[config.mk]
export PLATFORM = sky130hd
export DESIGN_NAME = hex_grid_tetrahedralizer_top
export DESIGN_NICKNAME = d
export VERILOG_FILES = /design/src/design/hgt_pkg.sv /design/src/design/hgt_index.sv /design/src/design/hgt_corner.sv /design/src/design/hgt_emit.sv /design/src/design/hex_grid_tetrahedralizer_top.sv
export SDC_FILE = /design/constraint.sdc
export NUM_CORES = 2
export LEC_CHECK = 0
export BUFFER_PORTS_ARGS = -buffer_cell sky130_fd_sc_hd__buf_2
export CAP_MARGIN = 15
export CELL_PAD_IN_SITES_DETAIL_PLACEMENT = 0
export CELL_PAD_IN_SITES_GLOBAL_PLACEMENT = 1
export CORE_MARGIN = 3
export CORE_UTILIZATION = 54
export CTS_BUF_LIST = sky130_fd_sc_hd__clkbuf_16
export DETAILED_ROUTE_END_ITERATION = 12
export PLACE_DENSITY_LB_ADDON = 0.1
export SLEW_MARGIN = 40
export SYNTH_ARGS = -nofsm -noshare
export SYNTH_HDL_FRONTEND = slang
export SYNTH_SLANG_ARGS = --single-unit
[constraint.sdc]
create_clock -name i_clk -period 17 [get_ports i_clk]
set_input_delay 0.85 -clock i_clk [delete_from_list [all_inputs] [get_ports i_clk]]
set_output_delay 0.85 -clock i_clk [all_outputs]
set_load 0.05 [all_outputs]
[src/design/hgt_pkg.sv]
// Shared types, field widths, operation codes and corner tables of the grid tetrahedralizer.
`default_nettype none

package hgt_pkg;

    localparam int OP_W    = 3;
    localparam int U_W     = 8;
    localparam int V_W     = 6;
    localparam int L_W     = 4;
    localparam int CU_W    = 9;
    localparam int CV_W    = 7;
    localparam int CL_W    = 5;
    localparam int PLANE_W = CU_W + CV_W;
    localparam int NODE_W  = 19;
    localparam int K_W     = 3;

    localparam int IN_FIELDS_W = OP_W + U_W + V_W + L_W;
    localparam int IN_TDATA_W  = 24;
    localparam int OUT_TDATA_W = 80;
    localparam int CFG_IDX_W   = 2;
    localparam int CFG_DATA_W  = CU_W;

    localparam logic [OP_W-1:0] OP_TETRA  = 3'd0;
    localparam logic [OP_W-1:0] OP_TOP    = 3'd1;
    localparam logic [OP_W-1:0] OP_BOTTOM = 3'd2;
    localparam logic [OP_W-1:0] OP_INNER  = 3'd3;
    localparam logic [OP_W-1:0] OP_OUTER  = 3'd4;

    localparam logic [CFG_IDX_W-1:0] CFG_COUNT_U      = 2'd0;
    localparam logic [CFG_IDX_W-1:0] CFG_COUNT_V      = 2'd1;
    localparam logic [CFG_IDX_W-1:0] CFG_COUNT_LAYERS = 2'd2;

    localparam logic [K_W-1:0] TET_LAST = 3'd4;
    localparam logic [K_W-1:0] TRI_LAST = 3'd1;

    typedef logic [NODE_W-1:0] t_node;

    typedef struct packed {
        logic [OP_W-1:0] op;
        logic            pat;
        logic            bad;
        t_node           base;
        t_node           row_u;
        t_node           row_n;
        logic [CV_W-1:0] v;
    } t_prod;

    typedef struct packed {
        logic [OP_W-1:0] op;
        logic            pat;
        logic            bad;
        t_node [7:0]     corner;
    } t_item;

    // corner numbers 0..7: (u,v) (u+1,v) (u+1,v+1) (u,v+1), lower level then upper
    localparam logic [2:0] TET_TABLE [2][5][4] = '{
        '{ '{3'd0, 3'd1, 3'd3, 3'd4}, '{3'd2, 3'd3, 3'd1, 3'd6}, '{3'd5, 3'd4, 3'd6, 3'd1},
           '{3'd7, 3'd6, 3'd4, 3'd3}, '{3'd4, 3'd6, 3'd1, 3'd3} },
        '{ '{3'd1, 3'd2, 3'd0, 3'd5}, '{3'd3, 3'd0, 3'd2, 3'd7}, '{3'd4, 3'd7, 3'd5, 3'd0},
           '{3'd6, 3'd5, 3'd7, 3'd2}, '{3'd0, 3'd5, 3'd2, 3'd7} }
    };

    localparam logic [2:0] TRI_TABLE [4][2][2][3] = '{
        '{ '{ '{3'd3, 3'd1, 3'd0}, '{3'd1, 3'd3, 3'd2} },
           '{ '{3'd1, 3'd0, 3'd2}, '{3'd2, 3'd0, 3'd3} } },
        '{ '{ '{3'd4, 3'd5, 3'd6}, '{3'd6, 3'd7, 3'd4} },
           '{ '{3'd4, 3'd5, 3'd7}, '{3'd5, 3'd6, 3'd7} } },
        '{ '{ '{3'd0, 3'd1, 3'd4}, '{3'd5, 3'd4, 3'd1} },
           '{ '{3'd0, 3'd1, 3'd5}, '{3'd0, 3'd5, 3'd4} } },
        '{ '{ '{3'd2, 3'd3, 3'd6}, '{3'd7, 3'd6, 3'd3} },
           '{ '{3'd3, 3'd7, 3'd2}, '{3'd6, 3'd2, 3'd7} } }
    };

endpackage

`default_nettype wire

[src/design/hgt_index.sv]
// Input register, range check, forced coordinates and row/level products.
`default_nettype none

module hgt_index (
    input  wire                               i_clk,
    input  wire                               i_rst_n,
    input  wire [hgt_pkg::CU_W-1:0]           i_count_u,
    input  wire [hgt_pkg::CV_W-1:0]           i_count_v,
    input  wire [hgt_pkg::CL_W-1:0]           i_count_layers,
    input  wire [hgt_pkg::PLANE_W-1:0]        i_plane,
    input  wire                               i_cfg_ok,
    input  wire                               i_valid,
    output logic                              o_ready,
    input  wire [hgt_pkg::IN_FIELDS_W-1:0]    i_data,
    output logic                              o_valid,
    input  wire                               i_ready,
    output hgt_pkg::t_prod                    o_prod
);

    logic                              r_in_vld;
    logic [hgt_pkg::IN_FIELDS_W-1:0]   r_in;
    logic                              r_prod_vld;
    hgt_pkg::t_prod                    r_prod;
    hgt_pkg::t_prod                    n_prod;

    logic                              prod_rdy;
    logic [hgt_pkg::OP_W-1:0]          op;
    logic [hgt_pkg::U_W-1:0]           u;
    logic [hgt_pkg::V_W-1:0]           v;
    logic [hgt_pkg::L_W-1:0]           l;
    logic [hgt_pkg::CV_W-1:0]          v_eff;
    logic [hgt_pkg::CL_W-1:0]          l_eff;
    logic [hgt_pkg::CU_W-1:0]          u_inc;
    logic [hgt_pkg::CU_W-1:0]          un;

    assign prod_rdy = !r_prod_vld || i_ready;
    assign o_ready  = !r_in_vld || prod_rdy;

    assign op = r_in[hgt_pkg::OP_W-1:0];
    assign u  = r_in[hgt_pkg::OP_W +: hgt_pkg::U_W];
    assign v  = r_in[hgt_pkg::OP_W + hgt_pkg::U_W +: hgt_pkg::V_W];
    assign l  = r_in[hgt_pkg::OP_W + hgt_pkg::U_W + hgt_pkg::V_W +: hgt_pkg::L_W];

    always_comb begin
        // forced coordinate of a boundary face replaces the input one
        v_eff = {1'b0, v};
        l_eff = {1'b0, l};
        case (op)
            hgt_pkg::OP_TOP:    l_eff = '0;
            hgt_pkg::OP_BOTTOM: l_eff = i_count_layers - 5'd1;
            hgt_pkg::OP_INNER:  v_eff = '0;
            hgt_pkg::OP_OUTER:  v_eff = i_count_v - 7'd2;
            default:            ;
        endcase

        u_inc = {1'b0, u} + 9'd1;
        un    = (u_inc == i_count_u) ? '0 : u_inc;

        n_prod.op    = op;
        n_prod.pat   = u[0] ^ v_eff[0] ^ l_eff[0];
        n_prod.bad   = !i_cfg_ok || (op > hgt_pkg::OP_OUTER) || ({1'b0, u} >= i_count_u)
                       || (v_eff >= i_count_v - 7'd1) || (l_eff >= i_count_layers);
        n_prod.v     = v_eff;
        n_prod.base  = hgt_pkg::t_node'(l_eff) * hgt_pkg::t_node'(i_plane);
        n_prod.row_u = hgt_pkg::t_node'(u) * hgt_pkg::t_node'(i_count_v);
        n_prod.row_n = hgt_pkg::t_node'(un) * hgt_pkg::t_node'(i_count_v);
    end

    always_ff @(posedge i_clk) begin
        if (!i_rst_n) begin
            r_in_vld   <= 1'b0;
            r_prod_vld <= 1'b0;
        end else begin
            if (o_ready) begin
                r_in_vld <= i_valid;
            end
            if (prod_rdy) begin
                r_prod_vld <= r_in_vld;
            end
        end
        if (o_ready && i_valid) begin
            r_in <= i_data;
        end
        if (prod_rdy && r_in_vld) begin
            r_prod <= n_prod;
        end
    end

    assign o_valid = r_prod_vld;
    assign o_prod  = r_prod;

endmodule

`default_nettype wire

[src/design/hgt_corner.sv]
// Eight corner node ids of the cell from the registered products.
`default_nettype none

module hgt_corner (
    input  wire                          i_clk,
    input  wire                          i_rst_n,
    input  wire [hgt_pkg::PLANE_W-1:0]   i_plane,
    input  wire                          i_valid,
    output logic                         o_ready,
    input  wire hgt_pkg::t_prod          i_prod,
    output logic                         o_valid,
    input  wire                          i_ready,
    output hgt_pkg::t_item               o_item
);

    logic             r_vld;
    hgt_pkg::t_item   r_item;
    hgt_pkg::t_item   n_item;
    hgt_pkg::t_node   v_lo;
    hgt_pkg::t_node   v_hi;
    hgt_pkg::t_node   plane;

    assign o_ready = !r_vld || i_ready;

    always_comb begin
        v_lo  = hgt_pkg::t_node'(i_prod.v);
        v_hi  = v_lo + 19'd1;
        plane = hgt_pkg::t_node'(i_plane);

        n_item.op        = i_prod.op;
        n_item.pat       = i_prod.pat;
        n_item.bad       = i_prod.bad;
        n_item.corner[0] = i_prod.base + i_prod.row_u + v_lo;
        n_item.corner[1] = i_prod.base + i_prod.row_n + v_lo;
        n_item.corner[2] = i_prod.base + i_prod.row_n + v_hi;
        n_item.corner[3] = i_prod.base + i_prod.row_u + v_hi;
        n_item.corner[4] = i_prod.base + plane + i_prod.row_u + v_lo;
        n_item.corner[5] = i_prod.base + plane + i_prod.row_n + v_lo;
        n_item.corner[6] = i_prod.base + plane + i_prod.row_n + v_hi;
        n_item.corner[7] = i_prod.base + plane + i_prod.row_u + v_hi;
    end

    always_ff @(posedge i_clk) begin
        if (!i_rst_n) begin
            r_vld <= 1'b0;
        end else if (o_ready) begin
            r_vld <= i_valid;
        end
        if (o_ready && i_valid) begin
            r_item <= n_item;
        end
    end

    assign o_valid = r_vld;
    assign o_item  = r_item;

endmodule

`default_nettype wire

[src/design/hgt_emit.sv]
// Element sequencer: one tetrahedron, triangle or error result per unstalled cycle to output reg.
`default_nettype none

module hgt_emit (
    input  wire                       i_clk,
    input  wire                       i_rst_n,
    input  wire                       i_valid,
    output logic                      o_ready,
    input  wire hgt_pkg::t_item       i_item,
    output logic                      o_valid,
    input  wire                       i_ready,
    output hgt_pkg::t_node [3:0]      o_nodes,
    output logic                      o_last,
    output logic                      o_bad
);

    logic [hgt_pkg::K_W-1:0]   r_k;
    logic                      r_ovld;
    hgt_pkg::t_node [3:0]      r_nodes;
    logic                      r_last;
    logic                      r_bad;

    logic                      load;
    logic                      last;
    logic [1:0]                face;
    hgt_pkg::t_node [3:0]      n_nodes;

    assign load = i_valid && (!r_ovld || i_ready);

    always_comb begin
        face    = 2'(i_item.op - hgt_pkg::OP_TOP);
        n_nodes = '0;
        if (i_item.bad) begin
            last = 1'b1;
        end else if (i_item.op == hgt_pkg::OP_TETRA) begin
            last = (r_k == hgt_pkg::TET_LAST);
            for (int j = 0; j < 4; j++) begin
                n_nodes[j] = i_item.corner[hgt_pkg::TET_TABLE[i_item.pat][r_k][j]];
            end
        end else begin
            last = (r_k == hgt_pkg::TRI_LAST);
            for (int j = 0; j < 3; j++) begin
                n_nodes[j] = i_item.corner[hgt_pkg::TRI_TABLE[face][i_item.pat][r_k[0]][j]];
            end
        end
    end

    // the item leaves the corner stage once its last element is loaded
    assign o_ready = load && last;

    always_ff @(posedge i_clk) begin
        if (!i_rst_n) begin
            r_k    <= '0;
            r_ovld <= 1'b0;
        end else if (load) begin
            r_ovld <= 1'b1;
            r_k    <= last ? '0 : r_k + 3'd1;
        end else if (i_ready) begin
            r_ovld <= 1'b0;
        end
        if (load) begin
            r_nodes <= n_nodes;
            r_last  <= last;
            r_bad   <= i_item.bad;
        end
    end

    assign o_valid = r_ovld;
    assign o_nodes = r_nodes;
    assign o_last  = r_last;
    assign o_bad   = r_bad;

endmodule

`default_nettype wire

[src/design/hex_grid_tetrahedralizer_top.sv]
// A request passes from the input register through the product and corner stages to the
// output register. Results leave one per cycle from it while the output is not stalled:
// a cell request gives 5 results, a face 2 and an error 1, set by the element sequencer.
// Input, product and corner stages each hold one request, so requests overlap.
// Reset (synchronous, active low) empties the pipeline and sets the grid to 2 x 2 x 1.
`default_nettype none

module hex_grid_tetrahedralizer_top #(
    parameter int MAX_U      = 256,
    parameter int MAX_V      = 64,
    parameter int MAX_LAYERS = 16
) (
    input  wire                                  i_clk,
    input  wire                                  i_rst_n,
    input  wire                                  i_cfg_wr_en,
    input  wire [hgt_pkg::CFG_IDX_W-1:0]         i_cfg_index,
    input  wire [hgt_pkg::CFG_DATA_W-1:0]        i_cfg_wdata,
    input  wire                                  i_s_axis_tvalid,
    output logic                                 o_s_axis_tready,
    // op[2:0], u[10:3], v[16:11], layer[20:17], zero fill
    input  wire [hgt_pkg::IN_TDATA_W-1:0]        i_s_axis_tdata,
    output logic                                 o_m_axis_tvalid,
    input  wire                                  i_m_axis_tready,
    // node_first[18:0], node_second[37:19], node_third[56:38], node_fourth[75:57], zero fill
    output logic [hgt_pkg::OUT_TDATA_W-1:0]      o_m_axis_tdata,
    output logic                                 o_m_axis_tlast,
    // bad_input[0]
    output logic                                 o_m_axis_tuser
);

    logic [hgt_pkg::CU_W-1:0]     r_count_u;
    logic [hgt_pkg::CV_W-1:0]     r_count_v;
    logic [hgt_pkg::CL_W-1:0]     r_count_layers;
    logic [hgt_pkg::PLANE_W-1:0]  r_plane;
    logic                         r_cfg_ok;

    logic                         w_prod_vld;
    logic                         w_prod_rdy;
    hgt_pkg::t_prod               w_prod;
    logic                         w_item_vld;
    logic                         w_item_rdy;
    hgt_pkg::t_item               w_item;
    hgt_pkg::t_node [3:0]         w_nodes;

    always_ff @(posedge i_clk) begin
        if (!i_rst_n) begin
            r_count_u      <= 9'd2;
            r_count_v      <= 7'd2;
            r_count_layers <= 5'd1;
            r_plane        <= 16'd4;
            r_cfg_ok       <= 1'b1;
        end else begin
            if (i_cfg_wr_en) begin
                unique case (i_cfg_index)
                    hgt_pkg::CFG_COUNT_U:      r_count_u      <= i_cfg_wdata;
                    hgt_pkg::CFG_COUNT_V:      r_count_v      <= i_cfg_wdata[hgt_pkg::CV_W-1:0];
                    hgt_pkg::CFG_COUNT_LAYERS: r_count_layers <= i_cfg_wdata[hgt_pkg::CL_W-1:0];
                    default:                   ;
                endcase
            end
            r_plane  <= {7'd0, r_count_u} * {9'd0, r_count_v};
            r_cfg_ok <= (r_count_u >= 9'd2) && (32'(r_count_u) <= MAX_U) && !r_count_u[0]
                        && (r_count_v >= 7'd2) && (32'(r_count_v) <= MAX_V)
                        && (r_count_layers >= 5'd1) && (32'(r_count_layers) <= MAX_LAYERS);
        end
    end

    hgt_index u_index (
        .i_clk          (i_clk),
        .i_rst_n        (i_rst_n),
        .i_count_u      (r_count_u),
        .i_count_v      (r_count_v),
        .i_count_layers (r_count_layers),
        .i_plane        (r_plane),
        .i_cfg_ok       (r_cfg_ok),
        .i_valid        (i_s_axis_tvalid),
        .o_ready        (o_s_axis_tready),
        .i_data         (i_s_axis_tdata[hgt_pkg::IN_FIELDS_W-1:0]),
        .o_valid        (w_prod_vld),
        .i_ready        (w_prod_rdy),
        .o_prod         (w_prod)
    );

    hgt_corner u_corner (
        .i_clk   (i_clk),
        .i_rst_n (i_rst_n),
        .i_plane (r_plane),
        .i_valid (w_prod_vld),
        .o_ready (w_prod_rdy),
        .i_prod  (w_prod),
        .o_valid (w_item_vld),
        .i_ready (w_item_rdy),
        .o_item  (w_item)
    );

    hgt_emit u_emit (
        .i_clk   (i_clk),
        .i_rst_n (i_rst_n),
        .i_valid (w_item_vld),
        .o_ready (w_item_rdy),
        .i_item  (w_item),
        .o_valid (o_m_axis_tvalid),
        .i_ready (i_m_axis_tready),
        .o_nodes (w_nodes),
        .o_last  (o_m_axis_tlast),
        .o_bad   (o_m_axis_tuser)
    );

    assign o_m_axis_tdata = {4'd0, w_nodes[3], w_nodes[2], w_nodes[1], w_nodes[0]};

    // an error result carries no nodes and closes its request
    a_bad_result: assert property (@(posedge i_clk) disable iff (!i_rst_n)
        o_m_axis_tvalid && o_m_axis_tuser |-> o_m_axis_tlast && (o_m_axis_tdata == '0))
        else $error("error result with node data or without tlast");

    a_reset_empty: assert property (@(posedge i_clk)
        !i_rst_n |=> !o_m_axis_tvalid)
        else $error("result valid right after reset");

    // a request stays in the corner stage until the sequencer has loaded its last element
    a_item_held: assert property (@(posedge i_clk) disable iff (!i_rst_n)
        w_item_vld && !w_item_rdy |=> w_item_vld && $stable(w_item))
        else $error("corner stage request dropped or changed before completion");

endmodule

`default_nettype wire
==> results.md <==
* Arr. time, crit path at between 7 and 8 ns
* Hold Fails Final Rpt at 0
* # IOs at 124
* Clk buf depth at 3
* Min-Delay Endpoint: u_corner.o_item[152]$_DFFE_PP_
* Initial antenna violation count at 1
* Die width at approximately 270 um
* First-pass GRT wire length at roughly 180 mm
* Vias in the first global route at 31233
* Unique cell type count in the Yosys netlist at 86
* M3 GR Usage at 4.64%
* Setup TNS at 0 ns
* Post-synth ARST share at 0%
* Mapped Area at 37600 um^2
* Commonest non-fill, non-tap cell in the layout: nand2_1
* Crit path required time at 17.33 ns
* IO Port Bufs at between 100 and 150
* Post-route ant nets at 0
* DIE HEIGHT at 270 um
* Hold path cells at 0
* Max VDD drop at roughly 0.08 mV
* Largest net degree at the start of global routing at 81
* Reg2reg path depth at 27
* Top Usage Layer GRT: met2
* YS warnings at 0
* Slew Viols, Final at 0
* Met2 Usage GRT at 52.2%
* CTS Hold Bufs at 0
* Final setup vio count at 0
* Hpwl dp at about 82 mm
* GRT Resource Usage Total at 31.6%
* Nets at 4689
* Final wirelength at 117 mm
* Routability cong. at 0.906
* Met1 Use GR at 41.7%
* RSZ-0062 raised after global routing: false
* Slew headroom at 42.8%
* Cell count after synthesis at 4217
* Internal reg-to-reg setup slack at between 9 and 10 ns
* Row count at 96
* Post-synth EDFFs at around 320
* Critical setup path kind: reg -> reg
* Fraction of layout cells with a size suffix above 1 at ~10%
* Avg Inst Size Synth at 8.92 um^2
* Reg clk slew, reported paths at 0.06 ns
* Commonest cells after routing, fill and taps aside: nand2_1 (876), edfxtp_1 (318), ha_1 (306), inv_1 (233), xnor2_1 (196)
* Worst setup SP type: register
* Final design area excluding fillers at 40700 um^2
* Core area at 68800 um^2
* Wire per inst at 22.7 um
* Final Cycle Share at 42.8%
* Static Leakage at 17.1 nW
* Top FF cell, synth: edfxtp_1
* Antenna diodes at 0
* Fillers at 6098
* Root buffer cell: clkbuf_16
* R2r startpoint: u_index.r_in[3]$_DFFE_PP_
* Max-cap violations at 0
* RR Endpoint: u_index.o_prod[21]$_DFFE_PP_
* Routed vias/inst at 6.25
* Starting DRC count in detailed routing at 3192
* CP endpoint kind: register
* Sequential area share after synthesis at 27.8%
* Area Overhead vs Synth at 8.08%
* Vias at between 30000 and 40000
* CTS tree: yes
* Number of CTS-inserted buffers at 45
* Clock Latency Late Sink at 0.60 ns
* Synth Register Bits at about 360
* Hold Startpoint: u_index.o_prod[64]$_DFFE_PP_
* Post-DP Area at just under 40000 um^2
* Slew @ Worst Pin at around 0.86 ns
* Clock skew at 0.0210 ns
* Initial Utilization at a little over half
* Fmax at 137 MHz
* FF/Latch Area at 10500 um^2
* PostCTS Resize Cnt at 0
* Clk sinks at 363
* Crit path max fanout at 29
* First drt pass iteration count at 7
* Power density cells at around 83 nW/um^2
* Full die area at around 73000 um^2
* Residual DRC at 0
* Fin crit period at 7.28 ns
* Multi-input logic area at 25700 um^2
* H-tree depth at 2
* Post-CTS repair timing setup buffer count at 0
* Hold WC Path Type: reg -> reg
* Overflow after GRT at 0
* Status: completed
-- critical path, cell delays in order, from the launching register on --
cell and delay (ns):
edfxtp_1 0.73, ha_1 0.33, nand3_1 0.11, xor2_1 0.44, xnor2_1 0.11, nor3_1 0.26, nand4_1 0.17, nor4_2 0.23
buf_4 0.32, nor2_1 0.13, and2_1 0.21, fa_1 0.53, inv_1 0.05, fa_1 0.48, inv_1 0.06, fa_1 0.52
inv_1 0.05, fa_1 0.52, inv_1 0.04, ha_1 0.32, inv_1 0.07, o21bai_1 0.07, a21oi_1 0.25, nor2b_1 0.08
o21a_1 0.19, o31a_1 0.26, o41ai_1 0.38, xnor2_1 0.11
-- sequential cells by signal, indices dropped and copies added, names as in the netlist, 3 cells and up --
signal,cells
r_count_u,9
r_count_v,7
u_index.o_prod,62
u_emit.r_k,3
u_emit.o_nodes,76
u_index.r_in,21
r_plane,16
r_count_layers,5
u_corner.o_item,157
-- how the worst max path moves through the flow --
stage | from | endpoint | slack, ns | cells past startpoint
floorplan | i_m_axis_tready | u_corner.o_item[0]$_DFFE_PP_ | 5.41 | 5
global placement | u_index.r_in[3]$_DFFE_PP_ | u_index.o_prod[21]$_DFFE_PP_ | 9.88 | 27
detailed placement | u_index.r_in[3]$_DFFE_PP_ | u_index.o_prod[21]$_DFFE_PP_ | 9.78 | 27
CTS | u_index.r_in[3]$_DFFE_PP_ | u_index.o_prod[21]$_DFFE_PP_ | 9.80 | 27
global route | u_index.r_in[3]$_DFFE_PP_ | u_index.o_prod[21]$_DFFE_PP_ | 9.24 | 27
finish | u_index.r_in[3]$_DFFE_PP_ | u_index.o_prod[21]$_DFFE_PP_ | 9.72 | 27
-- synth_stat cells (68+ instances only) --
| library cell | instances | area (um^2) |
|---|---|---|
| nand2_1 | 876 | 3290 |
| edfxtp_1 | 318 | 9550 |
| ha_1 | 306 | 3830 |
| inv_1 | 227 | 852 |
| clkbuf_1 | 204 | 766 |
| xnor2_1 | 198 | 1730 |
| nand3_1 | 187 | 936 |
| nor2_1 | 167 | 627 |
| a21oi_1 | 166 | 831 |
| fa_1 | 151 | 3020 |
| and2_1 | 132 | 826 |
| o21ai_0 | 118 | 591 |
| a311oi_1 | 116 | 1020 |
| mux4_2 | 95 | 2140 |
| a211oi_1 | 93 | 698 |
| xor2_1 | 91 | 797 |
| and3_1 | 89 | 557 |
| nor2b_1 | 68 | 425 |
-- per-stage QoR --
stage	util, %	total power [mW]	hold slack (ns)	instances	setup slack (ns)
finish	59.1	3.39	0.418	5158	9.72
global route	59.1	3.56	0.417	5158	9.24
CTS	59.0	3.38	0.410	5157	9.80
detailed placement	56.9	2.44	0.408	5075	9.78
global placement	56.8	2.42	0.402	5073	9.88
floorplan	-	2.08	0.400	4220	5.41
-- area by class of cell --
cell class,count,area share [%]
Multi-Input combinational cell,3382,63.2
Tap cell,931,2.87
Inverter,228,2.11
Sequential cell,363,25.7
Clock inverter,35,0.625
Timing Repair Buffer,172,2.62
Clock buffer,47,2.89
-- routing by layer --
layer,wire (um),share of wire (%)
met5,13,0.011
met4,5090,4.3
met3,9920,8.5
met2,54900,47
met1,47200,40
-- power breakdown --
part / switching (mW) / total [mW] / internal, mW
sequential: 0.0976 / 1.18 / 1.09
clock: 0.404 / 0.937 / 0.533
combinational: 0.777 / 1.27 / 0.488
-- cells by family (layout without fill, tap and decap cells) --
group                      after synthesis  in the layout  synth area share, %
AOI/OAI and AO/OA                      766            766                 13.9
xor gates and xnor gates               292            292                 6.86
adders and majority gates              457            457                 18.2
buffers and inverters                  475            482                 4.86
DFF                                    363            363                 27.8
muxes                                  147            147                 7.07
other                                    1              4              0.00997
and+or+nand+nor                       1716           1716                 21.3
Note: power is estimated with default switching activity, not from simulation.
